## src/dmac_pkg.sv

```systemverilog
`default_nettype none

package dmac_pkg;

    localparam int MAX_WINDOW = 256;
    localparam int PRICE_BITS = 32;

    localparam int ADDR_W     = $clog2(MAX_WINDOW);
    localparam int CNT_W      = $clog2(MAX_WINDOW + 1);
    localparam int SUM_W      = PRICE_BITS + ADDR_W;
    localparam int PROD_W     = SUM_W + CNT_W;
    localparam int CFG_W      = 9;
    localparam int IDX_W      = 2;
    localparam int TAG_W      = 32;
    localparam int IN_PRICE_W = 32;

    localparam logic [IDX_W-1:0] REG_SHORT_WINDOW = IDX_W'(0);
    localparam logic [IDX_W-1:0] REG_LONG_WINDOW  = IDX_W'(1);

    localparam logic [CFG_W-1:0] SHORT_WINDOW_RESET = CFG_W'(5);
    localparam logic [CFG_W-1:0] LONG_WINDOW_RESET  = CFG_W'(20);

    localparam logic [CNT_W-1:0]  CNT_MAX   = CNT_W'(MAX_WINDOW);
    localparam logic [ADDR_W-1:0] ADDR_LAST = ADDR_W'(MAX_WINDOW - 1);

    typedef enum logic [1:0] {
        ACT_HOLD = 2'd0,
        ACT_BUY  = 2'd1,
        ACT_SELL = 2'd2
    } action_t;

    typedef enum logic [1:0] {
        REL_EQUAL = 2'd0,
        REL_ABOVE = 2'd1,
        REL_BELOW = 2'd2
    } rel_t;

    typedef struct packed {
        logic [TAG_W-1:0]      day_tag;
        logic [IN_PRICE_W-1:0] close_price;
        logic [SUM_W-1:0]      short_sum;
        logic [SUM_W-1:0]      long_sum;
        logic [CNT_W-1:0]      short_len;
        logic [CNT_W-1:0]      long_len;
        logic                  long_filled;
    } sums_t;

    // A window of zero counts as one, and a window above the ring depth saturates.
    function automatic logic [CNT_W-1:0] eff_window(input logic [CFG_W-1:0] w);
        logic [CNT_W-1:0] len;
        if (w == '0) begin
            len = CNT_W'(1);
        end
        else if (int'(w) > MAX_WINDOW) begin
            len = CNT_MAX;
        end
        else begin
            len = CNT_W'(w);
        end
        return len;
    endfunction

    function automatic logic [PRICE_BITS-1:0] price_bits(input logic [IN_PRICE_W-1:0] p);
        logic [63:0] wide;
        wide = {32'b0, p};
        return wide[PRICE_BITS-1:0];
    endfunction

    // Ring slot that lies w places behind wp.
    function automatic logic [ADDR_W-1:0] ring_back(input logic [ADDR_W-1:0] wp,
                                                    input logic [CNT_W-1:0] w);
        int diff;
        diff = int'(wp) - int'(w);
        if (diff < 0) begin
            diff = diff + MAX_WINDOW;
        end
        return ADDR_W'(diff);
    endfunction

endpackage

`default_nettype wire

```

## src/dmac_signal.sv

```systemverilog
`default_nettype none

module dmac_signal (
    input  wire logic                              clk,
    input  wire logic                              rst_n,
    input  wire logic                              sums_valid,
    input  wire dmac_pkg::sums_t                   sums,
    output logic                                   ready,
    output logic                                   out_valid,
    input  wire logic                              out_stall,
    output logic [dmac_pkg::TAG_W-1:0]             day_tag_out,
    output logic [dmac_pkg::IN_PRICE_W-1:0]        close_price_out,
    output logic [1:0]                             action
);

    logic                              en_out;
    logic                              v3_reg;
    logic [dmac_pkg::PROD_W-1:0]       prod_a_reg;
    logic [dmac_pkg::PROD_W-1:0]       prod_b_reg;
    logic [dmac_pkg::PROD_W-1:0]       prod_a_next;
    logic [dmac_pkg::PROD_W-1:0]       prod_b_next;
    logic [dmac_pkg::TAG_W-1:0]        tag3_reg;
    logic [dmac_pkg::IN_PRICE_W-1:0]   price3_reg;
    logic                              lfill3_reg;

    dmac_pkg::rel_t                    rel;
    dmac_pkg::rel_t                    prev_rel_reg;
    logic                              holding_reg;
    logic                              holding_next;
    dmac_pkg::action_t                 action_next;

    logic                              out_valid_reg;
    logic [dmac_pkg::TAG_W-1:0]        tag_out_reg;
    logic [dmac_pkg::IN_PRICE_W-1:0]   price_out_reg;
    dmac_pkg::action_t                 action_reg;

    assign en_out = !out_valid_reg || !out_stall;
    assign ready  = !v3_reg || en_out;

    // The averages are compared by cross-multiplying each sum with the other window.
    assign prod_a_next = {{dmac_pkg::CNT_W{1'b0}}, sums.short_sum}
                       * {{dmac_pkg::SUM_W{1'b0}}, sums.long_len};
    assign prod_b_next = {{dmac_pkg::CNT_W{1'b0}}, sums.long_sum}
                       * {{dmac_pkg::SUM_W{1'b0}}, sums.short_len};

    always_comb
    begin
        if (prod_a_reg > prod_b_reg)
        begin
            rel = dmac_pkg::REL_ABOVE;
        end
        else if (prod_a_reg < prod_b_reg)
        begin
            rel = dmac_pkg::REL_BELOW;
        end
        else
        begin
            rel = dmac_pkg::REL_EQUAL;
        end

        action_next  = dmac_pkg::ACT_HOLD;
        holding_next = holding_reg;
        if (lfill3_reg)
        begin
            if ((rel == dmac_pkg::REL_ABOVE) && (prev_rel_reg != dmac_pkg::REL_ABOVE)
                && !holding_reg)
            begin
                action_next  = dmac_pkg::ACT_BUY;
                holding_next = 1'b1;
            end
            else if ((rel == dmac_pkg::REL_BELOW) && (prev_rel_reg != dmac_pkg::REL_BELOW)
                     && holding_reg)
            begin
                action_next  = dmac_pkg::ACT_SELL;
                holding_next = 1'b0;
            end
        end
    end

    always_ff @(posedge clk or negedge rst_n)
    begin
        if (!rst_n)
        begin
            v3_reg        <= 1'b0;
            out_valid_reg <= 1'b0;
            prev_rel_reg  <= dmac_pkg::REL_EQUAL;
            holding_reg   <= 1'b0;
        end
        else
        begin
            if (ready)
            begin
                v3_reg <= sums_valid;
            end
            if (en_out)
            begin
                out_valid_reg <= v3_reg;
            end
            if (en_out && v3_reg)
            begin
                prev_rel_reg <= rel;
                holding_reg  <= holding_next;
            end
        end
    end

    always_ff @(posedge clk)
    begin
        if (sums_valid && ready)
        begin
            prod_a_reg <= prod_a_next;
            prod_b_reg <= prod_b_next;
            tag3_reg   <= sums.day_tag;
            price3_reg <= sums.close_price;
            lfill3_reg <= sums.long_filled;
        end
        if (en_out && v3_reg)
        begin
            tag_out_reg   <= tag3_reg;
            price_out_reg <= price3_reg;
            action_reg    <= action_next;
        end
    end

    assign out_valid       = out_valid_reg;
    assign day_tag_out     = tag_out_reg;
    assign close_price_out = price_out_reg;
    assign action          = action_reg;

endmodule

`default_nettype wire

```

## config.mk

```make
export PLATFORM = sky130hd
export DESIGN_NAME = dmac_signal
export DESIGN_NICKNAME = d
export VERILOG_FILES = /design/src/dmac_pkg.sv /design/src/dmac_signal.sv
export SDC_FILE = /design/constraint.sdc
export NUM_CORES = 2
export LEC_CHECK = 0
export ABC_AREA = 1
export BUFFER_PORTS_ARGS = -buffer_cell sky130_fd_sc_hd__clkbuf_2
export CELL_PAD_IN_SITES_DETAIL_PLACEMENT = 0
export CELL_PAD_IN_SITES_GLOBAL_PLACEMENT = 1
export CORE_MARGIN = 2
export CORE_UTILIZATION = 44
export DETAILED_ROUTE_END_ITERATION = 16
export GPL_TIMING_DRIVEN = 0
export PLACE_DENSITY_LB_ADDON = 0.1
export SKIP_LAST_GASP = 1
export SYNTH_ARGS = -nofsm -noshare
export SYNTH_HDL_FRONTEND = slang
export SYNTH_SLANG_ARGS = --single-unit
export TNS_END_PERCENT = 1
```

## constraint.sdc

```tcl
create_clock -name clk -period 4.7 [get_ports clk]
set_input_delay 0.47 -clock clk [delete_from_list [all_inputs] [get_ports clk]]
set_output_delay 0.47 -clock clk [all_outputs]
set_load 0.01 [all_outputs]
```

; ---- Word-level counts from Yosys, hierarchy flattened
; Index checks and enable logic that the tools add are counted.
; W data, S select, Z words.
[totals]
in_bits = 167
ff_bits = 234
word_cells = 43
[classes]
n_mux = 6
eq_ne = 4
order_cmp = 2
reduce_logical = 15
bitwise_logic = 1
n_mul = 2
[ops]
columns = operator, n
row1 = $mul A40 B9 Y49, 2
row2 = $gt A49 B49 Y1, 1
row3 = $lt A49 B49 Y1, 1
row4 = $logic_and A1 B1 Y1, 6
row5 = $mux W2, 3
row6 = $logic_not A1 Y1, 4
row7 = $mux W1, 3
row8 = $reduce_and A3 Y1, 1
row9 = $eq A2 B1 Y1 const B, 1
row10 = $eq A2 B2 Y1 const B, 1
row11 = $logic_or A1 B1 Y1, 2
row12 = $ne A2 B1 Y1 const B, 1
row13 = $ne A2 B2 Y1 const B, 1
row14 = $reduce_bool A2 Y1, 1
row15 = $reduce_or A2 Y1, 1
row16 = $not A1 Y1, 1

; ---- Logic depth before layout (Yosys ltp)
[depth]
ltp_word = 8
ltp_mapped = 24
mapped_depth_nobuf = 23

; ---- Least setup slack after synthesis
; OpenSTA, ideal clock, no wires.
[synth_timing]
path_type = input -> register
from = in sums[1] in the netlist's numbering
to = reg prod_a_reg[30] in the netlist's numbering, data pin
path_slack_ns = 0.223
arrival_time_ns = 4.218
cell_stages = 17
n_path_buf = 1
path_cell_list = clkbuf_1 -> nand2_1 -> fa_1 -> inv_1 -> fa_1 -> fa_1 -> inv_1 -> fa_1 -> inv_1 -> ha_1 -> a21oi_1 -> o21ai_0 -> a21oi_1 -> o21ai_1 -> nand3_1 -> nand2_1 -> xor2_1
[synth_via]
elab_chain_len = 1
[synth_rtl]
columns = item, line_no
row1 = start: declaration, dmac_signal.sv:7  ; input wire dmac_pkg::sums_t sums,
row2 = $mul A40 B9 Y49, dmac_signal.sv:42  ; * {{dmac_pkg::SUM_W{1'b0}}, sums.long_len};
row3 = named net prod_a_next (one bit), dmac_signal.sv:20  ; logic [dmac_pkg::PROD_W-1:0] prod_a_next;
row4 = end signal: assignment, dmac_signal.sv:111  ; prod_a_reg <= prod_a_next;
row5 = end: declaration, dmac_signal.sv:18  ; logic [dmac_pkg::PROD_W-1:0] prod_a_reg;
; The timed path passes the listed nets, and every way through them passes these cells.
; A chain may end at the register's enable or synchronous reset.

; ---- Final worst setup path
[layout_timing]
from = in sums[1] in the netlist's numbering
to = reg prod_a_reg[46] in the netlist's numbering, data pin
; Same word-level chain as after synthesis.

==> flow_summary.json <==
{
  "fin_crit_ns": 4.624,
  "vias_per_cell": 4.858,
  "fin_nets": 5234,
  "track_usage_pct": 25.34,
  "nFillCells": 7636,
  "worst_pin_slew_ns": 0.6010,
  "rows": 101,
  "totalPowerFinal_uw": 24550,
  "dpl.cell_count": 5296,
  "ys_warn_count": 0,
  "top_layer_used": "met4",
  "synth.avg_cell_area_um2": 7.990,
  "drt_iter0_markers": 1777,
  "drc": 0,
  "layout-drive-gt1-share_pct": 9.431,
  "critPathLaunch": "sums[1]",
  "clkSinkCount": 234,
  "cts_tree": "yes",
  "synthXorXnorAreaFrac_pct": 1.574,
  "wl_mm": 97.07,
  "io_pins": 235,
  "leakagePower_uw": 0.02100,
  "netlist_top_cells_area": "fa_1, edfxtp_1, inv_1, nand2_1, ha_1",
  "vias": 25930,
  "synth_common_cells": "inv_1, nand2_1, fa_1",
  "hold_class": "in -> reg",
  "syn_area_mm2": 0.03339,
  "clk_latency_ns": 0.51,
  "antenna_found_initial": 3,
  "ys_seq_area_share_pct": 20.97,
  "dr_wl_met2_mm": 43.79,
  "grt_max_degree": 101,
  "yosysUniqueCellTypes": 38,
  "maxCapViolations": 0,
  "slowest_stage": "fa_1",
  "path_buf_inv": 4,
  "vdd_drop_max_v": 0.0003124,
  "synth_top_area_share_pct": 32.01,
  "port_buffers": 136,
  "crit_type": "in -> reg",
  "grt_pass1_vias": 26430,
  "postSynthCellCount": 4179,
  "cp_max_fo": 10,
  "grt_overflow": 0,
  "crit_top_cell": "fa_1",
  "synth_compound_area_share_pct": 4.676,
  "ant_nets": 0,
  "finalNonFillerCells": 5337,
  "htree_levels": 1,
  "synthAdderAreaFrac_pct": 39.02,
  "start_util_pct": 44.19,
  "synthSimpleGateAreaFrac_pct": 17.71,
  "arrival_ns": 4.82,
  "path_clk_slew_ns": 0.06,
  "synthMuxAreaShare_pct": 0,
  "hold_start": "sums[129]",
  "fmax_mhz": 216.3,
  "cts-root-buf": "clkbuf_16",
  "cts_buffers": 24,
  "critical_path.top_delay_family": "adder cells",
  "die_y_um": 279.5,
  "synth_area_leader_cell": "fa_1",
  "met1_length_mm": 46.19,
  "async_flop_share_pct": 2.137,
  "die_area_mm2": 0.07811,
  "path_cells": "buf_2 -> nand2_1 -> fa_1 -> inv_1 -> fa_1 -> fa_1 -> inv_1 -> fa_1 -> inv_1 -> ha_1 -> a21oi_1 -> o21ai_0 -> a21oi_1 -> nor2_1 -> o21bai_1 -> nand3_1 -> nand2_1 -> nand2_1",
  "areaGrowthSynthToFinish_pct": 9.116,
  "startpoint_type": "input pin",
  "met3WireLength_mm": 5.267,
  "slew_headroom_pct": 59.93,
  "yosys_register_bits": 234,
  "grt_pass1_wl_mm": 151.4,
  "outcome": "finished, final reports clean",
  "synth_top_family_by_area": "adder cells",
  "multi_input_area_mm2": 0.02117,
  "slew_violations": 0,
  "rsz0062_at_grt": "yes",
  "setup_violations": 0,
  "dp_hpwl_mm": 81.82,
  "first_pass_iters": 6,
  "wl_per_cell_um": 18.19,
  "required_ns": 4.90,
  "synth_top_flop_cell": "edfxtp_1",
  "clockBufferDepth": 3,
  "syn_nets": 5067,
  "tns_ns": 0,
  "period_share_pct": 98.38,
  "worst_setup_path_end_kind": "flip-flop",
  "synth_edf_count": 229,
  "hold_viol": 0,
  "gp_congestion": 0.9114,
  "fp.dieW_um": 279.5,
  "slowest_delay_ns": 0.56,
  "synthMostInstantiatedCell": "inv_1",
  "r2r-start": "out_valid",
  "fin_skew_ns": 0.004849,
  "power_density_mw_per_mm2": 673.7,
  "regArea_mm2": 0.007002,
  "core_area_mm2": 0.07557
}
-- where the power goes --
group | leakage [µW] | total (µW) | switching (µW) | internal (µW)
Combinational | 0.0184 | 19100 | 13000 | 6160
Sequential | 0.00227 | 3740 | 184 | 3560
Clock | 0.000330 | 1690 | 728 | 958
Total | 0.0210 | 24500 | 13900 | 10700
-- cells in the final DEF (no fill, tap or decap), types with 19 or more instances in the layout --
master and count:
nand4_1 39, inv_1 1272, xor2_1 47, nand3_1 76, nor2_2 19, o21bai_1 25
nor2_1 177, clkbuf_16 25, a21oi_2 19, clkbuf_2 255, fa_1 534, a21oi_1 125
ha_1 176, edfxtp_1 229, o21ai_0 74, nand2_1 1077
-- cell type report --
| class | count | share of cell area [%] |
|---|---|---|
| Inverter | 1276 | 13.16 |
| Timing Repair Buffer | 141 | 2.102 |
| Clock inverter | 8 | 0.1099 |
| Sequential cell | 234 | 19.22 |
| Tap cell | 978 | 3.358 |
| Antenna cell | 1 | 0.006868 |
| Multi-Input combinational cell | 2517 | 58.10 |
| Clock buffer | 30 | 1.768 |
| Buffer | 152 | 2.184 |
-- cell families after synthesis --
logic type,count (synthesis)
AO/OA/AOI/OAI,281
XOR/XNOR,60
adder cells (fa/ha/maj),721
buffers and inverters,1428
flip-flops,234
AND/OR/NAND/NOR,1455
-- stage by stage --
step           cell area, µm²  setup WS [ns]  hold WS [ns]  utilization [%]
3_5_place_dp            35380         -1.114        0.3114            46.81
3_3_place_gp            35300         -1.254        0.3125            46.71
6_report                36440        0.07600        0.1300            48.22
5_1_grt                 36430       -0.06158        0.1018            48.21
2_1_floorplan           33390         0.2235        0.1744                -
4_1_cts                 36150       -0.06376        0.1047            47.84
-- repair_timing --
action	CTS	global route
hold endpoints to repair	5	0
setup endpoints to repair	66	64
hold buffers	1	0
pin swaps	0	1
gates resized for setup	64	255
buffers inserted	0	1
-- final timing paths --
kind / end / slack (ns) / cells past startpoint
worst min-delay path: price3_reg[30] / 0.13 / 1
max in group asynchronous: prev_rel_reg[1] / 4.23 / 2
worst min register to register: close_price_out[29] / 0.41 / 0
worst max-delay path: prod_a_reg[46] / 0.08 / 18
min in group asynchronous: out_valid / 0.32 / 2
worst max register to register: prod_a_reg[4] / 2.52 / 6
-- worst reg2reg max path, cell delays in order, from the launching register on --
cell and delay, ns:
dfrtp_1 0.37, nand2_1 0.09, inv_1 0.08, nand2_1 0.11
nand2_1 0.13, inv_6 0.44, buf_16 0.49
-- routing by layer --
layer	up-vias	track usage, %
met5	-	0
met4	0	4.525
met3	73	2.160
met2	679	40.83
met1	12750	37.76
li1	12430	-
No activity file was read; power rests on OpenSTA's default activity.
